`src/rtl/bdpe_pkg.sv`:
```
// Shared constants and types for the button debounce / press event block.
// No dependencies; imported by the top level.
`default_nettype none

package bdpe_pkg;

    localparam int NUM_BUTTONS = 6;
    localparam int PIN_BITS    = 6;
    localparam int MAX_RESULTS = 12;

    localparam int IDX_W    = (NUM_BUTTONS > 1) ? $clog2(NUM_BUTTONS) : 1;
    localparam int KEY_W    = 3;
    localparam int KIND_W   = 3;
    localparam int TIME_W   = 32;
    localparam int CNT_W    = 4;
    localparam int MS_W     = 16;
    localparam int RES_W    = $clog2(MAX_RESULTS + 1);

    localparam int S_DATA_W = 40;       // pins + now_ms, padded to bytes
    localparam int M_DATA_W = 8;        // key, padded to bytes
    localparam int M_USER_W = KIND_W;   // event kind

    // configuration port
    localparam int CFG_IDX_W  = 2;
    localparam int CFG_DATA_W = 16;
    localparam logic [CFG_IDX_W-1:0] CFG_ACTIVE_LOW  = 2'd0;
    localparam logic [CFG_IDX_W-1:0] CFG_DEBOUNCE    = 2'd1;
    localparam logic [CFG_IDX_W-1:0] CFG_LONG_PRESS  = 2'd2;
    localparam logic [CFG_IDX_W-1:0] CFG_REPEAT      = 2'd3;

    localparam logic             RST_ACTIVE_LOW = 1'b1;
    localparam logic [CNT_W-1:0] RST_DEBOUNCE   = 4'd3;
    localparam logic [MS_W-1:0]  RST_LONG_MS    = 16'd350;
    localparam logic [MS_W-1:0]  RST_REPEAT_MS  = 16'd100;

    typedef enum logic [KIND_W-1:0] {
        KIND_PRESS   = 3'd0,
        KIND_SHORT   = 3'd1,
        KIND_LONG    = 3'd2,
        KIND_REPEAT  = 3'd3,
        KIND_RELEASE = 3'd4
    } t_kind;

    typedef logic [NUM_BUTTONS-1:0] t_btn_vec;

    // per-button state word held in the state RAM
    typedef struct packed {
        logic [TIME_W-1:0] press_time;
        logic [TIME_W-1:0] repeat_time;
        logic              long_done;
        logic              stable;
        logic [CNT_W-1:0]  agree;
        logic              raw;
    } t_btn_entry;

    localparam t_btn_entry ENTRY_RST = '0;

endpackage

`default_nettype wire

```
`src/rtl/bdpe_ram.sv`:
```
// Generic single-write, single-read RAM with registered read data.
// No dependencies.
`default_nettype none

module bdpe_ram #(
    parameter int WIDTH = 8,
    parameter int DEPTH = 16,
    localparam int AW = (DEPTH > 1) ? $clog2(DEPTH) : 1
) (
    input  wire logic             i_clk,
    input  wire logic             i_we,
    input  wire logic [AW-1:0]    i_waddr,
    input  wire logic [WIDTH-1:0] i_wdata,
    input  wire logic             i_re,
    input  wire logic [AW-1:0]    i_raddr,
    output logic      [WIDTH-1:0] o_rdata
);

    logic [WIDTH-1:0] mem [DEPTH];

    always_ff @(posedge i_clk) begin
        if (i_we) begin
            mem[i_waddr] <= i_wdata;
        end
        if (i_re) begin
            o_rdata <= mem[i_raddr];
        end
    end

endmodule

`default_nettype wire

```
`src/rtl/button_debounce_press_events.sv`:
```
// Button debouncer with press / short / long / repeat / release events.
// Depends on bdpe_pkg and bdpe_ram.
//
// Usage:
//  - Slave stream: one beat per poll. tdata[5:0] raw pin levels (bit i is
//    button i), tdata[37:6] millisecond timestamp, rest zero.
//  - Master stream: one beat per event. tdata[2:0] button index,
//    tuser event kind (press, short, long, repeat, release);
//    tlast marks the final event of a poll. A poll with no events
//    gives no beat.
//  - Config port: write enable, register index, data; write only while idle.
//  - Per-button state lives in a small RAM; each button is one
//    read-modify-write: the registered read, the write-back in S_CALC,
//    then S_EV hands the button's events, in order, to the output.
//  - Poll cost is set by the one RAM lookup per button and one event per
//    cycle into the output register, while the master side does not stall.
//  - The last event is held back one slot until the poll's end is known,
//    so tlast can be set on it.
//  - A stalled master side holds the sequencer at the next event; nothing
//    is dropped. A new poll is taken once the previous poll's last event
//    sits in the output register.
//  - Reset clears the per-entry valid bits at once: no clearing pass.
`default_nettype none

module button_debounce_press_events (
    input  wire logic                              i_clk,
    input  wire logic                              i_rst_n,
    // poll input
    input  wire logic                              i_s_axis_tvalid,
    output logic                                   o_s_axis_tready,
    input  wire logic [bdpe_pkg::S_DATA_W-1:0]     i_s_axis_tdata,  // pin_levels, now_ms
    // event output
    output logic                                   o_m_axis_tvalid,
    input  wire logic                              i_m_axis_tready,
    output logic      [bdpe_pkg::M_DATA_W-1:0]     o_m_axis_tdata,  // event_key
    output logic      [bdpe_pkg::M_USER_W-1:0]     o_m_axis_tuser,  // event_kind
    output logic                                   o_m_axis_tlast,  // last_event
    // configuration
    input  wire logic                              i_cfg_we,
    input  wire logic [bdpe_pkg::CFG_IDX_W-1:0]    i_cfg_idx,
    input  wire logic [bdpe_pkg::CFG_DATA_W-1:0]   i_cfg_data
);

    import bdpe_pkg::*;

    typedef enum logic [1:0] {S_IDLE, S_CALC, S_EV, S_FLUSH} t_state;

    t_state r_state;

    // config registers
    logic             r_active_low;
    logic [CNT_W-1:0] r_debounce;
    logic [MS_W-1:0]  r_long_ms;
    logic [MS_W-1:0]  r_repeat_ms;

    // latched poll
    logic [PIN_BITS-1:0] r_pins;
    logic [TIME_W-1:0]   r_now;
    logic [IDX_W-1:0]    r_idx;
    logic [RES_W-1:0]    r_count;
    t_btn_vec            r_valid;

    // events of the current button, in order
    logic [1:0] r_ev_v;
    t_kind      r_ev_k0;
    t_kind      r_ev_k1;

    // held-back event (tlast unknown yet)
    logic             r_pend_v;
    t_kind            r_pend_kind;
    logic [KEY_W-1:0] r_pend_key;

    // output register
    logic             r_out_v;
    t_kind            r_out_kind;
    logic [KEY_W-1:0] r_out_key;
    logic             r_out_last;

    // RAM ports
    logic             w_ram_re;
    logic [IDX_W-1:0] w_ram_raddr;
    t_btn_entry       w_ram_rdata;

    // datapath
    t_btn_entry  w_old;
    t_btn_entry  n_entry;
    t_btn_vec    w_pins_ext;
    logic        w_level;
    logic        w_pressed;
    logic        w_accepted;
    logic [TIME_W-1:0] w_held;
    logic [TIME_W-1:0] w_since;
    logic        n_ev0_v;
    logic        n_ev1_v;
    t_kind       n_ev0_k;
    t_kind       n_ev1_k;

    // event issue
    logic w_s_fire;
    logic w_out_free;
    logic w_drop;
    logic w_push_ok;
    logic w_fire;
    logic w_btn_done;
    logic w_last_btn;

    assign w_s_fire   = i_s_axis_tvalid && o_s_axis_tready;
    assign w_out_free = !r_out_v || i_m_axis_tready;
    assign w_drop     = (r_count >= RES_W'(MAX_RESULTS));
    assign w_push_ok  = w_drop || !r_pend_v || w_out_free;
    assign w_fire     = r_ev_v[0] && w_push_ok;
    assign w_btn_done = !r_ev_v[0] || (w_push_ok && !r_ev_v[1]);
    assign w_last_btn = (r_idx == IDX_W'(NUM_BUTTONS - 1));

    // read button 0 on accept, next button when the current one is done;
    // write-back is in S_CALC, so a read never meets a write to its entry
    assign w_ram_re    = w_s_fire ||
                         ((r_state == S_EV) && w_btn_done && !w_last_btn);
    assign w_ram_raddr = (r_state == S_IDLE) ? '0 : r_idx + IDX_W'(1);

    bdpe_ram #(
        .WIDTH ($bits(t_btn_entry)),
        .DEPTH (NUM_BUTTONS)
    ) u_state_ram (
        .i_clk   (i_clk),
        .i_we    (r_state == S_CALC),
        .i_waddr (r_idx),
        .i_wdata (n_entry),
        .i_re    (w_ram_re),
        .i_raddr (w_ram_raddr),
        .o_rdata (w_ram_rdata)
    );

    // debounce and event decision for button r_idx
    always_comb begin
        w_old      = r_valid[r_idx] ? w_ram_rdata : ENTRY_RST;
        n_entry    = w_old;
        w_pins_ext = t_btn_vec'(r_pins);   // missing pins read as 0
        w_level    = w_pins_ext[r_idx];
        w_pressed  = r_active_low ? !w_level : w_level;
        n_ev0_v    = 1'b0;
        n_ev1_v    = 1'b0;
        n_ev0_k    = KIND_PRESS;
        n_ev1_k    = KIND_RELEASE;
        w_held     = r_now - w_old.press_time;
        w_since    = r_now - w_old.repeat_time;

        if (w_pressed != w_old.raw) begin
            n_entry.raw   = w_pressed;
            n_entry.agree = '0;
        end else if (w_old.agree < r_debounce) begin
            n_entry.agree = w_old.agree + CNT_W'(1);
        end

        w_accepted = (n_entry.agree >= r_debounce) ? n_entry.raw : w_old.stable;

        if (w_accepted != w_old.stable) begin
            n_entry.stable = w_accepted;
            if (w_accepted) begin
                n_entry.press_time = r_now;
                n_entry.long_done  = 1'b0;
                n_ev0_v = 1'b1;
                n_ev0_k = KIND_PRESS;
            end else if (!w_old.long_done) begin
                n_ev0_v = 1'b1;
                n_ev0_k = KIND_SHORT;
                n_ev1_v = 1'b1;
                n_ev1_k = KIND_RELEASE;
            end else begin
                n_ev0_v = 1'b1;
                n_ev0_k = KIND_RELEASE;
            end
        end else if (w_old.stable) begin
            if (!w_old.long_done && (w_held >= TIME_W'(r_long_ms))) begin
                n_entry.long_done   = 1'b1;
                n_entry.repeat_time = r_now;
                n_ev0_v = 1'b1;
                n_ev0_k = KIND_LONG;
            end else if (w_old.long_done && (w_since >= TIME_W'(r_repeat_ms))) begin
                n_entry.repeat_time = r_now;
                n_ev0_v = 1'b1;
                n_ev0_k = KIND_REPEAT;
            end
        end
    end

    always_ff @(posedge i_clk) begin
        if (!i_rst_n) begin
            r_state      <= S_IDLE;
            r_active_low <= RST_ACTIVE_LOW;
            r_debounce   <= RST_DEBOUNCE;
            r_long_ms    <= RST_LONG_MS;
            r_repeat_ms  <= RST_REPEAT_MS;
            r_valid      <= '0;
            r_ev_v       <= '0;
            r_pend_v     <= 1'b0;
            r_out_v      <= 1'b0;
            r_count      <= '0;
            r_idx        <= '0;
        end else begin
            if (i_cfg_we) begin
                case (i_cfg_idx)
                    CFG_ACTIVE_LOW: r_active_low <= i_cfg_data[0];
                    CFG_DEBOUNCE:   r_debounce   <= i_cfg_data[CNT_W-1:0];
                    CFG_LONG_PRESS: r_long_ms    <= i_cfg_data[MS_W-1:0];
                    CFG_REPEAT:     r_repeat_ms  <= i_cfg_data[MS_W-1:0];
                    default: ;
                endcase
            end

            if (r_out_v && i_m_axis_tready) begin
                r_out_v <= 1'b0;
            end

            case (r_state)
                S_IDLE: begin
                    if (w_s_fire) begin
                        r_pins  <= i_s_axis_tdata[PIN_BITS-1:0];
                        r_now   <= i_s_axis_tdata[PIN_BITS +: TIME_W];
                        r_idx   <= '0;
                        r_count <= '0;
                        r_state <= S_CALC;
                    end
                end
                S_CALC: begin
                    r_valid[r_idx] <= 1'b1;
                    r_ev_v  <= {n_ev1_v, n_ev0_v};
                    r_ev_k0 <= n_ev0_k;
                    r_ev_k1 <= n_ev1_k;
                    r_state <= S_EV;
                end
                S_EV: begin
                    if (w_fire) begin
                        if (!w_drop) begin
                            if (r_pend_v) begin
                                r_out_v    <= 1'b1;
                                r_out_kind <= r_pend_kind;
                                r_out_key  <= r_pend_key;
                                r_out_last <= 1'b0;
                            end
                            r_pend_v    <= 1'b1;
                            r_pend_kind <= r_ev_k0;
                            r_pend_key  <= KEY_W'(r_idx);
                            r_count     <= r_count + RES_W'(1);
                        end
                        r_ev_v  <= {1'b0, r_ev_v[1]};
                        r_ev_k0 <= r_ev_k1;
                    end
                    if (w_btn_done) begin
                        if (w_last_btn) begin
                            r_state <= S_FLUSH;
                        end else begin
                            r_idx   <= r_idx + IDX_W'(1);
                            r_state <= S_CALC;
                        end
                    end
                end
                S_FLUSH: begin
                    if (!r_pend_v) begin
                        r_state <= S_IDLE;
                    end else if (w_out_free) begin
                        r_out_v    <= 1'b1;
                        r_out_kind <= r_pend_kind;
                        r_out_key  <= r_pend_key;
                        r_out_last <= 1'b1;
                        r_pend_v   <= 1'b0;
                        r_state    <= S_IDLE;
                    end
                end
                default: r_state <= S_IDLE;
            endcase
        end
    end

    assign o_s_axis_tready = (r_state == S_IDLE);
    assign o_m_axis_tvalid = r_out_v;
    assign o_m_axis_tdata  = {{(M_DATA_W - KEY_W){1'b0}}, r_out_key};
    assign o_m_axis_tuser  = r_out_kind;
    assign o_m_axis_tlast  = r_out_last;

    // a poll never ends with an event still held back
    a_idle_no_pend: assert property (@(posedge i_clk) disable iff (!i_rst_n)
        (r_state == S_IDLE) |-> !r_pend_v)
        else $error("held-back event left over at poll end");

    // state word is always looked up the cycle before it is used
    a_calc_after_read: assert property (@(posedge i_clk) disable iff (!i_rst_n)
        (r_state == S_CALC) |-> $past(w_ram_re))
        else $error("button processed without a RAM read");

    // second event only ever queued behind a first
    a_ev_order: assert property (@(posedge i_clk) disable iff (!i_rst_n)
        r_ev_v[1] |-> r_ev_v[0])
        else $error("event slots out of order");

    // never overwrite an output beat that has not been taken
    a_no_overrun: assert property (@(posedge i_clk) disable iff (!i_rst_n)
        (r_out_v && !i_m_axis_tready) |=> (r_out_v && $stable(o_m_axis_tdata)
            && $stable(o_m_axis_tuser) && $stable(o_m_axis_tlast)))
        else $error("output beat overwritten while stalled");

    // per-poll event count stays within the limit
    a_count_cap: assert property (@(posedge i_clk) disable iff (!i_rst_n)
        (r_count <= RES_W'(MAX_RESULTS)))
        else $error("too many events in one poll");

endmodule

`default_nettype wire

```
`config.mk`:
```
export PLATFORM = sky130hd
export DESIGN_NAME = button_debounce_press_events
export DESIGN_NICKNAME = d
export VERILOG_FILES = /design/src/rtl/bdpe_pkg.sv /design/src/rtl/bdpe_ram.sv /design/src/rtl/button_debounce_press_events.sv
export SDC_FILE = /design/constraint.sdc
export NUM_CORES = 1
export LEC_CHECK = 0
export BUFFER_PORTS_ARGS = -buffer_cell sky130_fd_sc_hd__buf_4
export CAP_MARGIN = 20
export CORE_MARGIN = 2
export CORE_UTILIZATION = 30
export CTS_CLUSTER_SIZE = 20
export DETAILED_ROUTE_END_ITERATION = 12
export GPL_TIMING_DRIVEN = 0
export PLACE_DENSITY_LB_ADDON = 0.08
export SETUP_SLACK_MARGIN = 0.3
export SLEW_MARGIN = 40
export SYNTH_ARGS = -nofsm -noshare
export SYNTH_HDL_FRONTEND = slang
export SYNTH_HIERARCHICAL = 1
export SYNTH_SLANG_ARGS = --single-unit
export TNS_END_PERCENT = 1
```
`constraint.sdc`:
```
create_clock -name i_clk -period 8.5 [get_ports i_clk]
set_clock_uncertainty 0.05 [all_clocks]
set_input_delay 1.7 -clock i_clk [delete_from_list [all_inputs] [get_ports i_clk]]
set_output_delay 1.7 -clock i_clk [all_outputs]
set_load 0.02 [all_outputs]
```
==> flow_summary_export.csv, run 1 <==
group,metric,value,unit
status,status,"complete, no violations",
clock_network,cts-buffers-inserted,73,
placement,place_hpwl,64000,um
critical_path,cp-end-kind,"register",
pwr,clock_power_share,39.2,%
routing,wire_per_inst,23.6,um
critical_path,critPathMaxStageDelay,0.46,ns
clock_network,postCtsSetupBuffers,0,
logic_synthesis,avgSynthCellArea,13.0,um2
clock_network,insertion_delay,0.64,ns
pwr,ir_drop,0.000132,V
timing,hold_viol,0,
pwr,p_per_area,228,nW/um2
timing,hold_slack,0.371,ns
run,maxCapViolCount,0,
routing,dr.first_iter.drc_count,1317,
clock_network,h-tree-depth,3,
placement,preCtsSetupSlack,-0.359,ns
routing,drtPass1Iterations,5,
timing,worst_pin_slew,0.823,ns
global_route,grt_use_total,17.9,%
placement,gp_routability_congestion,0.864,
routing,routed_wl,87800,um
logic_synthesis,synth_seq_cells,607,
placement,io_buffers,69,
timing,fmax,0.128,GHz
cells_and_area,area_growth,19.2,%
critical_path,cp.arrival,8.15,ns
clock_network,cts_tree,"done",
global_route,grt_pass1_vias,19100,
logic_synthesis,synthArstFlopShare,0,%
floorplan,ios,77,
pwr,leakagePower,12.3,nW
timing,max_slew_margin,44.6,%
global_route,antenna_found_initial,1,
cells_and_area,drive_above_1_share,14.4,%
critical_path,crit_path_max_fanout,10,
pwr,comb_power_share,16.1,%
logic_synthesis,synth_flop_cell,"edfxtp_1",
critical_path,start_kind,"register",
routing,drt-vias-per-instance,4.97,
logic_synthesis,yosysWarnings,6,
logic_synthesis,synth_area,28600,um2
timing,period_needed,7.79,ns
timing,maxSlewViolCount,0,
floorplan,start_util,30.2,%
critical_path,crit_type,"reg2reg",
timing,rsz0062_at_grt,"yes",
floorplan,chipHeight,313,um
clock_network,cts_hold_buf,0,
routing,drc,0,
logic_synthesis,ys_types,83,
cells_and_area,diodes,0,
critical_path,reg2reg_setup_slack,0.71,ns
global_route,grt_max_degree,39,
timing,setup_viol,0,
cells_and_area,fillers,9164,
pwr,switching_share,27.1,%
global_route,grt_pass1_wl,128000,um
pwr,intPower,5.68,mW
clock_network,cts.sinks,607,
floorplan,core,94700,um2
cells_and_area,num-nets-final,2573,
critical_path,cp.required,8.86,ns
routing,ant_nets,0,
floorplan,fp-row-count,113,
floorplan,die_w,313,um
timing,timing.final.crit_share,91.6,%
clock_network,cts_max_path_buffers,3,
routing,via_count,18500,
worst_hold_path,hold_path.class,"reg2reg",
floorplan,die_area,97800,um2
pwr,switchingPower,2.11,mW
logic_synthesis,synth-edff-count,551,
critical_path,slowest_stage,"dfxtp_1",
pwr,sequentialPowerShare,44.7,%
logic_synthesis,syn_inst,2192,
timing,fin_ws,0.711,ns
clock_network,clkSlewWorstSetupHoldPaths,0.06,ns
global_route,overflow,0,
logic_synthesis,ys_seq_area_share,61.8,%
clock_network,cts_root_buffer,"clkbuf_16",
## logic make-up (layout without fill, tap and decap cells)
kind of cell / after synthesis / in the layout / synth area share [%]
flops: 607 / 607 / 61.8
simple gates: 492 / 492 / 7.85
compound gates: 485 / 485 / 11.5
mux: 254 / 254 / 8.95
buf+inv: 187 / 450 / 3.28
fa+ha+maj: 111 / 111 / 4.91
xor+xnor: 55 / 55 / 1.69
other cells: 1 / 5 / 0.0131
## power by group through the flow
stage	Sequential (mW)	Combinational (mW)	Clock, mW
3_3_place_gp	3.56	1.21	0
5_1_grt	3.49	1.38	3.28
3_5_place_dp	3.54	1.24	0
2_1_floorplan	3.52	0.811	0
4_1_cts	3.48	1.25	3.15
6_report	3.48	1.25	3.05
## registers in the layout, indices dropped and copies added (netlist names), 4 cells and up
register and count:
r_count 4, r_debounce 4, r_long_ms 16, r_now 32, r_pins 6, r_repeat_ms 16, r_valid 6, u_state_ram/mem 426
u_state_ram/o_rdata 71
## worst max-delay path: cells and delay by family (launching register included)
family                   cells  cell delay (ns)
multiplexers                 2             0.49
AND/OR/NAND/NOR              7             1.41
buffers and inverters        6             1.58
AO/OA/AOI/OAI               11             2.63
adder cells (fa/ha/maj)      2             0.69
flip-flops                   1             0.46
XOR/XNOR                     1             0.18
## per-layer routing
layer	GRT usage (%)	vias to the layer above	part of all wire [%]
met5	0	-	0
met4	5.75	0	2.8
met3	3.24	126	4.9
met2	28.6	463	46
met1	24.6	9213	46
li1	-	8696	-
## cell type report
cell class / count / area (um2) / share of cell area [%]
plain buffers: 103 / 642 / 1.88
clock buffers: 88 / 1900 / 5.59
clock inverters: 47 / 425 / 1.25
inverters: 84 / 323 / 0.948
multi-input cells: 1402 / 10200 / 30.0
flip-flops and latches: 607 / 17700 / 51.9
well taps: 1265 / 1580 / 4.65
repair buffers: 128 / 1300 / 3.83
## worst paths after layout
path,startpoint,endpoint,depth (start not counted)
hold / removal,r_pend_kind[1],o_m_axis_tuser[1],0
setup reg to reg,r_idx[1],u_state_ram/mem[2][22],29
setup / recovery,r_idx[1],u_state_ram/mem[2][22],29
hold reg to reg,r_pend_kind[1],o_m_axis_tuser[1],0
## cells in the final DEF, fill, tap and decap left out, drive strengths merged, types with 22 or more instances in the layout
cell type,n
clkinv,30
a21boi,30
o21ai,84
nand2,257
o211ai,22
edfxtp,551
dfxtp,56
nor2,74
xor2,24
xnor2,31
buf,179
ha,109
a21o,22
inv,90
clkbuf,140
mux2i,251
a22o,71
a21oi,166
nand3,26
## through the flow
step	instance area [um2]	instances	power, mW	utilization (%)	setup TNS, ns
floorplan	28600	2196	4.33	-	0
global placement	30700	3530	4.77	32.4	-861.11
detailed placement	31500	3588	4.78	33.3	-25.08
CTS	33900	3723	7.88	35.8	0
global route	34100	3724	8.14	36.0	0
finish	34100	3724	7.78	36.0	0
## cells in the mapped netlist (28+ instances only)
cell,number,area (um2)
a21boi_0,28,210
a21oi_1,150,751
a22o_1,71,622
clkbuf_1,53,199
dfxtp_1,56,1120
edfxtp_1,551,16500
ha_1,109,1360
inv_1,83,312
mux2i_1,251,2510
nand2_1,257,965
nor2_1,73,274
o21ai_0,75,375
xnor2_1,31,272
## timing repair
action,CTS,global route
setup endpoints to repair,193,192
gates resized for setup,15,21
cloned,0,0
Note: power is estimated with default switching activity, not from simulation.
==> run 2: changes to the inputs <==
- PLACE_DENSITY: unset -> 0.47
- PLACE_DENSITY_LB_ADDON: 0.08 -> unset
==> run 2 against run 1 <==
  * Worst setup slack got worse by 0.13 ns
  * Largest power group unchanged
  * Die area unchanged
  * Final area decreased by 0.97%
  * Non-clock buffer count decreased by 3
  * Sequential share of layout area increased by 0.51 points
==> flow_summary_export.csv, run 2 (synthesis gave the netlist of run 1 again) <==
group,metric,value,unit
routing,drtPass1Iterations,5,
cells_and_area,num-nets-final,2567,
cells_and_area,final_cell_mix,"edfxtp_1 (551), nand2_1 (257), mux2i_1 (239)",
critical_path,start_kind,"register",
critical_path,crit_family,"compound AO/OA/AOI/OAI gates",
clock_network,cts-buffers-inserted,70,
cells_and_area,drive_above_1_share,14.0,%
pwr,power.total,7.53,mW
timing,max_slew_margin,43.3,%
global_route,antenna_found_initial,0,
critical_path,crit_type,"reg2reg",
routing,dr.first_iter.drc_count,1629,
timing,timing.final.crit_share,93.2,%
clock_network,insertion_delay,0.61,ns
global_route,grt_pass1_wl,123000,um
placement,place_hpwl,61000,um
floorplan,die_w,313,um
placement,gp_routability_congestion,0.889,
cells_and_area,largestRegisters,"u_state_ram/mem: 426 flops, u_state_ram/o_rdata: 71 flops, r_now: 32 flops",
global_route,grt_use_total,16.9,%
floorplan,fp-row-count,113,
routing,routed_wl,83500,um
timing,rsz0062_at_grt,"yes",
status,status,"complete, no violations",
timing,period_needed,7.92,ns
run,maxCapViolCount,0,
cells_and_area,seqCellArea,17700,um2
placement,io_buffers,69,
timing,setup_viol,0,
floorplan,core,94700,um2
timing,worst_pin_slew,0.850,ns
clock_network,cts_root_buffer,"clkbuf_16",
floorplan,start_util,30.2,%
critical_path,cp.arrival,8.17,ns
placement,placed_cells,3586,
cells_and_area,largest_reg_flops,426,
global_route,grt_pass1_vias,18800,
cells_and_area,final_area,33700,um2
global_route,overflow,0,
floorplan,die_area,97800,um2
critical_path,slowest_stage,"o22ai_1",
cells_and_area,multi_input_area,10100,um2
pwr,p_per_area,223,nW/um2
critical_path,reg2reg_setup_slack,0.58,ns
cells_and_area,diodes,0,
cells_and_area,fillers,9226,
timing,maxSlewViolCount,0,
clock_network,clkSlewWorstSetupHoldPaths,0.06,ns
clock_network,postCtsSetupBuffers,0,
clock_network,cts.sinks,607,
critical_path,crit_path_max_fanout,10,
clock_network,h-tree-depth,3,
global_route,grt_max_degree,38,
clock_network,cts_tree,"done",
routing,drc,0,
timing,hold_viol,0,
critical_path,cp-end-kind,"register",
clock_network,cts_max_path_buffers,3,
floorplan,chipHeight,313,um
cells_and_area,instances_no_fill,3711,
pwr,ir_drop,0.000133,V
timing,hold_slack,0.370,ns
placement,postPlaceCellArea,31500,um2
cells_and_area,largest-register,"u_state_ram/mem",
routing,wire_per_inst,22.5,um
routing,drt-vias-per-instance,4.97,
critical_path,cp.required,8.75,ns
routing,ant_nets,0,
cells_and_area,mostFrequentLayoutCell,"edfxtp_1",
worst_hold_path,hold_path.class,"reg2reg",
cells_and_area,area_growth,18.0,%
critical_path,critPathMaxStageDelay,0.54,ns
pwr,leakagePower,12.2,nW
timing,fmax,0.126,GHz
timing,setup-tns-final,0,ns
floorplan,ios,77,
critical_path,path_buf_inv,5,
routing,via_count,18400,
-- run 2: cell types whose count changed in the layout (fill, tap and decap cells not counted), moves of 6 or more --
cell / delta
inv_6: -6
buf_2: +10
mux2i_2: +9
buf_4: -14
mux2i_4: -9
-- run 2: final cells by class --
class / instances / share of cell area (%)
multi-input combinational: 1402 / 30.0
buffer: 103 / 1.90
clock buffer: 88 / 5.52
timing repair buffer: 125 / 3.65
tap: 1265 / 4.69
inverter: 84 / 0.957
sequential: 607 / 52.4
clock inverter: 37 / 0.875
-- run 2: report_power, final --
group	switching, mW	internal (mW)
combinational	0.764	0.444
clock	1.19	1.65
sequential	0.0487	3.43
total	2.01	5.53
-- run 2: routing by layer --
metal  track usage [%]  share of wire, %  up-vias
li1                  -                 -     8659
met5                 0                 0        -
met3              2.06               3.7       97
met2              27.4                46      417
met4              4.45               2.2        0
met1              24.1                48     9271
-- run 2: stage by stage --
step / setup WS [ns] / utilization [%]
2_1_floorplan: 2.20 / -
3_3_place_gp: -4.02 / 32.4
3_5_place_dp: -0.142 / 33.2
4_1_cts: 0.228 / 35.6
5_1_grt: 0.132 / 35.6
6_report: 0.580 / 35.6
-- run 2: worst paths after layout --
| kind | from | endpoint | cells past startpoint |
|---|---|---|---|
| max | r_idx[1] | u_state_ram/mem[4][20] | 28 |
| min | r_pend_key[1] | r_out_key[1] | 0 |
| max reg2reg | r_idx[1] | u_state_ram/mem[4][20] | 28 |
| min reg2reg | r_pend_key[1] | r_out_key[1] | 0 |
-- run 2: timing repair --
| item | 4_1_cts | 5_1_grt |
|---|---|---|
| gates resized for setup | 14 | 10 |
| setup endpoints to repair | 192 | 193 |
| hold buffers | 0 | 0 |
==> run 3: changes to the inputs <==
- CORE_UTILIZATION: 30 -> 50
- PLACE_DENSITY: 0.47 -> 0.69
- SKIP_CTS_REPAIR_TIMING: unset -> 1
==> run 3 against run 2 <==
  * Sequential share of layout area increased by 1.6 points
  * Worst setup slack improved by 0.11 ns
  * Final area is 2.9% lower
  * First-iteration DRC count rose by 15%
  * Maximum frequency is 1.4% higher
  * Hold slack barely moved
  * Die area fell by 40%
  * Critical path type unchanged
==> flow_summary_export.csv, run 3 (synthesis gave the netlist of run 1 again) <==
group,metric,value,unit
critical_path,critPathMaxStageDelay,0.64,ns
cells_and_area,area_growth,14.6,%
pwr,leakagePower,12.0,nW
routing,wire_per_inst,23.6,um
floorplan,ios,77,
timing,setup-tns-final,0,ns
cells_and_area,final_util,58.0,%
floorplan,chipHeight,243,um
timing,max_slew_margin,41.6,%
routing,drc,0,
critical_path,path_buf_inv,6,
global_route,grt_max_degree,40,
cells_and_area,final_cell_mix,"edfxtp_1 (551), nand2_1 (257), mux2i_1 (240)",
critical_path,cp.required,8.84,ns
timing,worst_pin_slew,0.876,ns
clock_network,cts_max_path_buffers,3,
routing,drtPass1Iterations,6,
pwr,p_per_area,222,nW/um2
cells_and_area,largest_reg_flops,426,
critical_path,crit_path_max_fanout,10,
floorplan,die_area,59100,um2
pwr,ir_drop,0.000181,V
floorplan,die_w,243,um
placement,io_buffers,69,
global_route,grt_use_total,25.3,%
pwr,switchingPower,1.91,mW
pwr,comb_power_share,16.5,%
clock_network,h-tree-depth,2,
floorplan,fp-row-count,87,
critical_path,crit_type,"reg2reg",
routing,dr.first_iter.drc_count,1878,
cells_and_area,num-nets-final,2551,
cells_and_area,drive_above_1_share,13.4,%
critical_path,cp-end-kind,"register",
routing,via_count,18800,
clock_network,cts-buffers-inserted,60,
placement,gp_routability_congestion,0.937,
timing,hold_slack,0.370,ns
clock_network,insertion_delay,0.63,ns
timing,period_needed,7.81,ns
pwr,switching_share,26.2,%
routing,routed_wl,74900,um
critical_path,start_kind,"register",
clock_network,cts.sinks,607,
floorplan,core,56500,um2
clock_network,cts_tree,"done",
pwr,intPower,5.37,mW
timing,fmax,0.128,GHz
global_route,grt_pass1_wl,112000,um
pwr,sequentialPowerShare,47.8,%
pwr,clock_power_share,35.8,%
routing,drt-vias-per-instance,5.90,
cells_and_area,largestRegisters,"u_state_ram/mem: 426 flops, u_state_ram/o_rdata: 71 flops, r_now: 32 flops",
cells_and_area,largest-register,"u_state_ram/mem",
critical_path,cp.arrival,8.15,ns
timing,rsz0062_at_grt,"yes",
floorplan,start_util,50.6,%
clock_network,clkSlewWorstSetupHoldPaths,0.06,ns
placement,place_hpwl,53600,um
status,status,"complete, no violations",
routing,ant_nets,0,
global_route,antenna_found_initial,0,
timing,maxSlewViolCount,0,
critical_path,crit_family,"compound AO/OA/AOI/OAI gates",
timing,timing.final.crit_share,91.9,%
timing,hold_viol,0,
timing,setup_viol,0,
cells_and_area,mostFrequentLayoutCell,"edfxtp_1",
cells_and_area,diodes,0,
run,maxCapViolCount,0,
global_route,grt_pass1_vias,18600,
critical_path,slowest_stage,"clkbuf_1",
placement,preCtsSetupSlack,-0.318,ns
global_route,overflow,0,
worst_hold_path,hold_path.class,"reg2reg",
timing,fin_ws,0.689,ns
pwr,power.total,7.27,mW
clock_network,cts_root_buffer,"clkbuf_16",
==> run 3: path summary, 6_finish.rpt <==
kind / from / endpoint / slack (ns) / depth (start not counted)
max: r_idx[1] / u_state_ram/mem[0][14] / 0.69 / 26
min: r_pend_kind[1] / o_m_axis_tuser[1] / 0.37 / 0
max reg2reg: r_idx[1] / u_state_ram/mem[0][14] / 0.69 / 26
min reg2reg: r_pend_kind[1] / o_m_axis_tuser[1] / 0.37 / 0
==> run 3: through the flow <==
stage / instances / cell area [um2]
floorplan: 2196 / 28600
global placement: 3021 / 30100
detailed placement: 3071 / 30800
CTS: 3180 / 32700
global route: 3180 / 32800
finish: 3180 / 32800
==> run 3: power by group through the flow <==
| stage | sequential [mW] | clock (mW) | combinational (mW) |
|---|---|---|---|
| finish | 3.48 | 2.60 | 1.20 |
| global route | 3.48 | 2.75 | 1.30 |
| CTS | 3.48 | 2.64 | 1.18 |
| detailed placement | 3.54 | 0 | 1.17 |
| global placement | 3.55 | 0 | 1.13 |
| floorplan | 3.52 | 0 | 0.811 |
==> run 3: metal layers <==
| metal | vias to the layer above | track usage [%] | part of all wire (%) |
|---|---|---|---|
| li1 | 8629 | - | - |
| met1 | 9327 | 35.9 | 44 |
| met2 | 670 | 40.3 | 46 |
| met3 | 132 | 3.75 | 7.0 |
| met4 | 0 | 7.74 | 3.2 |
| met5 | - | 0 | 0 |
==> run 3: worst register-to-register path: cells and delay by family, from the launching register on <==
family	cells	cell delay, ns
XOR/XNOR	1	0.21
buffers and inverters	6	1.84
AO/OA/AOI/OAI	9	2.01
adder cells (fa/ha/maj)	2	0.70
flip-flops	1	0.50
multiplexers	2	0.54
AND/OR/NAND/NOR	6	1.74
==> run 3: layout make-up <==
| cell class | count | area [um2] |
|---|---|---|
| Buffer | 103 | 634 |
| Timing Repair Buffer | 119 | 1160 |
| Tap cell | 756 | 946 |
| Sequential cell | 607 | 17700 |
| Multi-Input combinational cell | 1402 | 10100 |
| Inverter | 84 | 320 |
| Clock inverter | 36 | 337 |
| Fill cell | 4560 | 23700 |
| Clock buffer | 73 | 1570 |
